[src/design/ts_pid_continuity_checker_unit_defines.svh]
// ----------------------------------------------------------------------------
// Assertion macros for the PID continuity checker
// Shared property forms, clocked on clk and disabled while arst_n is low.
// ----------------------------------------------------------------------------
`ifndef TS_PID_CONTINUITY_CHECKER_UNIT_DEFINES_SVH
`define TS_PID_CONTINUITY_CHECKER_UNIT_DEFINES_SVH

// same-cycle implication
`define TSPCC_ASSERT(label, ante, cons, msg) \
	label: assert property (@(posedge clk) disable iff (!arst_n) (ante) |-> (cons)) \
		else $error(msg);

// next-cycle implication
`define TSPCC_ASSERT_NEXT(label, ante, cons, msg) \
	label: assert property (@(posedge clk) disable iff (!arst_n) (ante) |=> (cons)) \
		else $error(msg);

`endif

[src/design/tspcc_pkg.sv]
// ----------------------------------------------------------------------------
// tspcc_pkg
// Widths, defaults and the queued word type of the PID continuity checker.
// ----------------------------------------------------------------------------
package tspcc_pkg;

	localparam int unsigned PID_W           = 13;
	localparam int unsigned CC_W            = 4;
	localparam int unsigned OUT_W           = 32;
	localparam int unsigned PID_ENTRIES_DEF = 8192;
	localparam int unsigned COUNT_WIDTH_DEF = 32;
	localparam int unsigned QUEUE_DEPTH     = 2;

	typedef struct packed {
		logic [PID_W-1:0] pid;
		logic [CC_W-1:0]  cc;
		logic             in_range;
	} item_t;

endpackage

[src/design/tspcc_queue.sv]
// ----------------------------------------------------------------------------
// tspcc_queue
// Short FIFO between the front and the table back end.
// ----------------------------------------------------------------------------
module tspcc_queue (
	input  logic               clk,
	input  logic               arst_n,
	input  logic               push_valid,
	output logic               push_ready,
	input  tspcc_pkg::item_t   push_item,
	output logic               pop_valid,
	input  logic               pop_ready,
	output tspcc_pkg::item_t   pop_item
);

	localparam int unsigned DEPTH = tspcc_pkg::QUEUE_DEPTH;
	localparam int unsigned PTR_W = (DEPTH > 1) ? $clog2(DEPTH) : 1;
	localparam int unsigned CNT_W = $clog2(DEPTH + 1);

	tspcc_pkg::item_t  slot_q [DEPTH];
	logic [PTR_W-1:0]  wr_ptr_q;
	logic [PTR_W-1:0]  rd_ptr_q;
	logic [CNT_W-1:0]  count_q;
	logic              push;
	logic              pop;

	assign push_ready = count_q != CNT_W'(DEPTH);
	assign pop_valid  = count_q != '0;
	assign push       = push_valid && push_ready;
	assign pop        = pop_valid && pop_ready;
	assign pop_item   = slot_q[rd_ptr_q];

	always_ff @(posedge clk or negedge arst_n) begin
		if (!arst_n) begin
			wr_ptr_q <= '0;
			rd_ptr_q <= '0;
			count_q  <= '0;
		end else begin
			if (push) begin
				wr_ptr_q <= (wr_ptr_q == PTR_W'(DEPTH - 1)) ? '0 : wr_ptr_q + 1'b1;
			end
			if (pop) begin
				rd_ptr_q <= (rd_ptr_q == PTR_W'(DEPTH - 1)) ? '0 : rd_ptr_q + 1'b1;
			end
			if (push && !pop) begin
				count_q <= count_q + 1'b1;
			end else if (pop && !push) begin
				count_q <= count_q - 1'b1;
			end
		end
	end

	always_ff @(posedge clk) begin
		if (push) begin
			slot_q[wr_ptr_q] <= push_item;
		end
	end

endmodule

[config.mk]
export PLATFORM = sky130hd
export DESIGN_NAME = tspcc_queue
export DESIGN_NICKNAME = d
export VERILOG_FILES = /design/src/design/ts_pid_continuity_checker_unit_defines.svh /design/src/design/tspcc_pkg.sv /design/src/design/tspcc_queue.sv
export SDC_FILE = /design/constraint.sdc
export NUM_CORES = 1
export LEC_CHECK = 0
export ABC_AREA = 1
export BUFFER_PORTS_ARGS = -buffer_cell sky130_fd_sc_hd__buf_2
export CAP_MARGIN = 30
export CORE_MARGIN = 4
export CORE_UTILIZATION = 46
export DETAILED_ROUTE_END_ITERATION = 7
export GPL_ROUTABILITY_DRIVEN = 1
export PLACE_DENSITY = 0.77
export RECOVER_POWER = 100
export SYNTH_ARGS = -nofsm -noshare
export SYNTH_HDL_FRONTEND = slang
export SYNTH_SLANG_ARGS = --single-unit
[constraint.sdc]
create_clock -name clk -period 2 [get_ports clk]
set_clock_uncertainty 0.15 [all_clocks]
set_input_delay 0.1 -clock clk [delete_from_list [all_inputs] [get_ports clk]]
set_output_delay 0.1 -clock clk [all_outputs]
set_load 0.01 [all_outputs]
==> impl_metrics.py, run 1 <==
metrics = {
    "critical_path": {
        "arrival_ns": 1.54,
        "endpoint_kind": "register",
        "r2r_setup_slack_ns": 0.30,
        "slowest_delay_ns": 0.41,
        "worstSetupStartpointType": "register",
        "cp_max_fo": 18,
        "required_ns": 1.84,
        "r2r-end": "slot_q[0][11]",
        "critical-path-top-delay-family": "buffers and inverters",
        "cp_slowest_cell": "clkbuf_2",
        "r2r_start": "count_q[0]",
        "path_depth": 5,
        "path_cells": "inv_1 > nand2_1 > nand2_4 > nor2_1 > clkbuf_2",
        "path_buf_inv": 2,
        "reg2reg_depth": 5,
        "path_class": "reg -> reg",
    },
    "layout": {
        "finish.utilization_pct": 64.2,
        "n_fill_cell": 282,
        "area_growth_pct": 29.2,
        "antenna_cells": 0,
        "seqCellArea_sq_um": 1180,
        "drive_above_1_share_pct": 12.0,
        "nNetsFinal": 215,
        "multi_input_area_sq_um": 314,
    },
    "clock_tree": {
        "clock_path_buffers": 2,
        "cts-htree-levels": 2,
        "clk_latency_ns": 0.34,
        "clkTransAtPathRegs_ns": 0.10,
        "cts_sinks": 40,
        "cts_buffers": 5,
        "cts-root-buf": "clkbuf_4",
        "cts_tree": "yes",
    },
    "timing": {
        "fin_crit_sh_pct": 85.2,
        "max_slew_margin_pct": 68.0,
        "finalCriticalPeriod_ns": 1.70,
        "worstMarginPinSlew_ns": 0.480,
        "finalHoldViolCount": 0,
        "fmax_ghz": 0.587,
        "fin_setup_tns_ns": 0,
        "maxSlewViolCount": 0,
        "rsz0062_at_grt": "false",
        "setup_viol": 0,
    },
    "power": {
        "fin_total_pwr_uw": 2520,
        "leakagePower_uw": 0.000833,
        "vdd_drop_max_mv": 0.657,
        "power_density_nw_per_um2": 1250,
    },
    "synthesis": {
        "ys_warn_count": 0,
        "ys_seq_elements": 40,
        "ys_seq_area_share_pct": 75.4,
        "synth_nets": 145,
        "synth_edf_count": 36,
        "syn_area_sq_um": 1570,
        "syn-instance-count": 122,
        "syn_area_per_cell_sq_um": 12.8,
        "synth.distinct_cells": 15,
        "synthFlopType": "edfxtp_1",
        "synthArstFlopShare_pct": 10.0,
    },
    "detailed_routing": {
        "antenna_left": 0,
        "wirelength_um": 2950,
        "avgRoutedWirePerCell_um": 12.5,
        "drc": 0,
        "first_pass_iters": 5,
        "vias": 1076,
        "drt-initial-drc-count": 51,
        "viasPerCell": 4.56,
    },
    "global_route": {
        "grt_overflow": 0,
        "grt_pass1_wl_um": 4690,
        "antenna_found_initial": 0,
        "track_usage_pct": 14.8,
        "grt_max_degree": 20,
        "grt_pass1_vias": 1077,
    },
    "place": {
        "port_buffers": 41,
        "gp_congestion": 0.721,
        "hpwl_um": 1790,
    },
    "outcome": {
        "status": "finished clean",
    },
    "die": {
        "core_sq_um": 3150,
        "die_area_sq_um": 4400,
        "fp.dieH_um": 66.4,
        "die_w_um": 66.4,
        "rows": 20,
        "start_util_pct": 49.7,
        "pin_count": 42,
    },
    "hold_path": {
        "min_from": "push_item[12]",
        "hold_end": "slot_q[0][12]",
        "worstHoldPathCells": 2,
        "hold_path_class": "in -> reg",
    },
    "flow_run": {
        "maxCapViolations": 0,
    },
}
layout by cell type (no fill, tap or decap):
cell type / n
nand2_1: 62
edfxtp_1: 36
clkbuf_1: 32
dlygate4sd3_1: 22
buf_2: 8
inv_1: 5
clkbuf_4: 5
dfrtp_1: 4
clkbuf_2: 3
inv_2: 2
nand3_1: 2
clkinv_1: 2
nand2_4: 1
nand2_2: 1
nor2_2: 1
nor2_1: 1
xnor2_1: 1
xor2_2: 1
nand4_1: 1
ha_1: 1
buf_4: 1
sequential cells by signal (all words and copies together) (netlist names):
register / cells
slot_q: 36
count_q: 2
rd_ptr_q: 1
wr_ptr_q: 1
worst max-delay path by stage:
stage / start / endpoint / slack (ns)
final: count_q[0] / slot_q[0][11] / 0.30
after global routing: count_q[0] / slot_q[1][13] / 0.18
after CTS: rd_ptr_q / pop_item[4] / 0.39
after detailed placement: count_q[0] / count_q[1] / 0.45
after global placement: count_q[0] / count_q[1] / 0.53
after floorplan: count_q[0] / slot_q[0][0] / 0.09
stage by stage:
step	hold WS, ns	cell area, sq um	std cells	setup WS (ns)
floorplan	-0.346	1570	122	0.0906
global placement	-0.242	1820	207	0.527
detailed placement	-0.238	1820	207	0.449
CTS	0.318	2080	236	0.394
global route	0.309	2020	236	0.185
finish	0.331	2020	236	0.296
cell families after synthesis:
| family | count (synthesis) | synth area share [%] |
|---|---|---|
| flops | 40 | 75.4 |
| simple gates | 69 | 18.1 |
| fa+ha+maj | 1 | 0.799 |
| buf+inv | 10 | 4.07 |
| xor+xnor | 2 | 1.60 |
cell type report:
cell class	count	share of cell area, %
Sequential cell	40	58.3
Timing Repair Buffer	66	19.9
Multi-Input combinational cell	72	15.5
Tap cell	44	2.72
Clock buffer	5	1.85
Inverter	7	1.30
Clock inverter	2	0.371
power breakdown:
group,internal (uW),switching (uW),leakage [uW]
Clock,123,232,0.0000261
Sequential,1150,68.1,0.000382
Combinational,306,643,0.000424
Total,1580,943,0.000833
synth_stat cells (2+ instances only):
cell type	number	share of area (%)
nand2_1	60	14
edfxtp_1	36	69
dfrtp_1	4	6.4
inv_1	4	0.96
inv_2	3	0.72
buf_6	2	1.4
nand2_2	2	0.80
nand2_4	2	1.4
nand3_1	2	0.64
nor2_1	2	0.48
metal layers:
metal,vias to the layer above,wire [um],GRT usage [%]
li1,537,-,-
met5,-,0,0
met1,485,1200,16.4
met4,0,53,8.38
met2,46,1490,24.9
met3,8,209,4.76
timing repair:
| action | CTS | global route |
|---|---|---|
| endpoints found under the hold margin | 42 | 0 |
| resized for setup | 0 | 0 |
| setup buffers | 0 | 0 |
| hold buffers | 22 | 0 |
No activity file was read; power rests on OpenSTA's default activity.
==> inputs of run 2 (changes only) <==
--- a/config.mk
+++ b/config.mk
@@ -12,6 +12,7 @@
 export CORE_UTILIZATION = 46
 export DETAILED_ROUTE_END_ITERATION = 7
 export GPL_ROUTABILITY_DRIVEN = 1
+export MAX_ROUTING_LAYER = met4
 export PLACE_DENSITY = 0.77
 export RECOVER_POWER = 100
 export SYNTH_ARGS = -nofsm -noshare
==> run 2 against run 1 <==
  * Hold slack worse by 0.0012 ns
  * Combinational power hardly changed
  * Die area stayed put
  * Critical path depth stayed put
  * Global-route usage is 0.40 points higher
  * Clock-buffer cell count stayed put
  * Design area stayed put
  * Sequential share of layout area stayed put
  * First-iteration DRC count is 2.0% lower
  * Sequential power hardly changed
  * Total power hardly changed
  * Fmax hardly changed
  * Critical path type unchanged
  * Critical endpoint unchanged
  * Largest cell class unchanged
==> impl_metrics.py, run 2 (synthesis results as in run 1) <==
metrics = {
    "outcome": {
        "status": "finished clean",
    },
    "place": {
        "placed_cells": 207,
        "hpwl_um": 1790,
        "port_buffers": 41,
        "gp_congestion": 0.729,
    },
    "layout": {
        "multi_input_area_sq_um": 314,
        "layout_commonest_cell": "nand2_1",
        "largest_reg_flops": 36,
        "drive_above_1_share_pct": 12.0,
        "stdcell_count": 236,
        "n_fill_cell": 282,
        "area_growth_pct": 29.2,
        "nNetsFinal": 215,
        "layout_common_cells": "nand2_1, edfxtp_1, clkbuf_1, dlygate4sd3_1, buf_2",
        "seqCellArea_sq_um": 1180,
        "registers.top_by_ff_count": "slot_q",
        "reg_top3": "slot_q (36), count_q (2)",
        "antenna_cells": 0,
    },
    "die": {
        "die_area_sq_um": 4400,
        "die_w_um": 66.4,
        "start_util_pct": 49.7,
        "core_sq_um": 3150,
        "rows": 20,
        "pin_count": 42,
        "fp.dieH_um": 66.4,
    },
    "clock_tree": {
        "cts_buffers": 5,
        "cts_tree": "yes",
        "clk_latency_ns": 0.34,
        "cts-root-buf": "clkbuf_4",
        "ctsResizeCount": 0,
        "clock_path_buffers": 2,
        "cts_sinks": 40,
        "clkTransAtPathRegs_ns": 0.10,
        "postCtsSetupBuffers": 0,
        "cts-htree-levels": 2,
    },
    "hold_path": {
        "hold_path_class": "in -> reg",
        "hold_end": "slot_q[0][12]",
        "worstHoldPathCells": 2,
        "min_from": "push_item[12]",
    },
    "global_route": {
        "track_usage_pct": 15.2,
        "grt_pass1_wl_um": 4690,
        "antenna_found_initial": 0,
        "grt_overflow": 0,
        "grt_pass1_vias": 1077,
        "grt_max_degree": 20,
    },
    "power": {
        "p_int_uw": 1580,
        "power.switching_uw": 944,
        "sw_frac_of_total_pct": 37.4,
        "leakagePower_uw": 0.000833,
        "clock_power_share_pct": 14.1,
        "vdd_drop_max_mv": 0.657,
        "p_comb_share_pct": 37.6,
        "power_density_nw_per_um2": 1250,
        "pwr-share-seq_pct": 48.3,
    },
    "critical_path": {
        "required_ns": 1.84,
        "reg2reg_depth": 5,
        "arrival_ns": 1.54,
        "r2r_setup_slack_ns": 0.30,
        "cp_max_fo": 18,
        "endpoint_kind": "register",
        "r2r-end": "slot_q[0][11]",
        "worstSetupStartpointType": "register",
        "path_class": "reg -> reg",
        "r2r_start": "count_q[0]",
    },
    "timing": {
        "finalHoldViolCount": 0,
        "fin_crit_sh_pct": 85.2,
        "maxSlewViolCount": 0,
        "fin_setup_tns_ns": 0,
        "max_slew_margin_pct": 68.0,
        "setup_viol": 0,
        "rsz0062_at_grt": "false",
        "worstMarginPinSlew_ns": 0.480,
        "fmax_ghz": 0.587,
        "finalCriticalPeriod_ns": 1.70,
    },
    "detailed_routing": {
        "drc": 0,
        "wirelength_um": 2950,
        "antenna_left": 0,
        "drt-initial-drc-count": 50,
        "first_pass_iters": 5,
        "vias": 1076,
        "viasPerCell": 4.56,
        "avgRoutedWirePerCell_um": 12.5,
    },
    "flow_run": {
        "maxCapViolations": 0,
    },
}
-- run 2: layer usage --
layer	vias to the layer above	track usage (%)	wire, um
li1	537	-	-
met1	485	16.4	1200
met2	47	24.9	1490
met3	7	4.76	211
met4	0	8.38	50
met5	-	-	0
-- run 2: how the worst max path moves through the flow --
stage	from	to	slack (ns)	depth (start not counted)
2_1_floorplan	count_q[0]	slot_q[0][0]	0.09	4
3_3_place_gp	count_q[0]	count_q[1]	0.53	9
3_5_place_dp	count_q[0]	count_q[1]	0.45	9
4_1_cts	rd_ptr_q	pop_item[4]	0.39	4
5_1_grt	count_q[0]	slot_q[1][13]	0.18	5
6_report	count_q[0]	slot_q[0][11]	0.30	5
-- run 2: power by group through the flow --
stage          Sequential, uW  Combinational, uW  Clock [uW]
2_1_floorplan            1230                678           0
3_3_place_gp             1230                972           0
3_5_place_dp             1250                999           0
4_1_cts                  1230               1040         365
5_1_grt                  1240               1070         413
6_report                 1220                949         356
-- run 2: repair_timing --
action                     CTS  global route
hold endpoints to repair    42             0
setup endpoints to repair    0             0
hold buffers                22             0
-- run 2: stage by stage --
stage | setup WS, ns | utilization [%] | hold slack [ns] | total power, uW | area [sq um]
final | 0.296 | 64.2 | 0.330 | 2520 | 2020
after floorplan | 0.0906 | - | -0.346 | 1910 | 1570
after global placement | 0.527 | 57.6 | -0.242 | 2210 | 1820
after detailed placement | 0.449 | 57.6 | -0.238 | 2240 | 1820
after global routing | 0.185 | 64.2 | 0.309 | 2730 | 2020
after CTS | 0.394 | 66.0 | 0.318 | 2630 | 2080
-- run 2: worst max-delay path: stages (launching register included) --
cell and delay [ns]:
dfrtp_1 0.40, inv_1 0.09, nand2_1 0.13, nand2_4 0.08
nor2_1 0.09, clkbuf_2 0.41
-- run 2: final cells by class --
cell class	instances	area share, %
tap	44	2.72
multi-input combinational	72	15.5
timing repair buffer	66	19.9
sequential	40	58.3
clock inverter	2	0.371
clock buffer	5	1.85
inverter	7	1.30
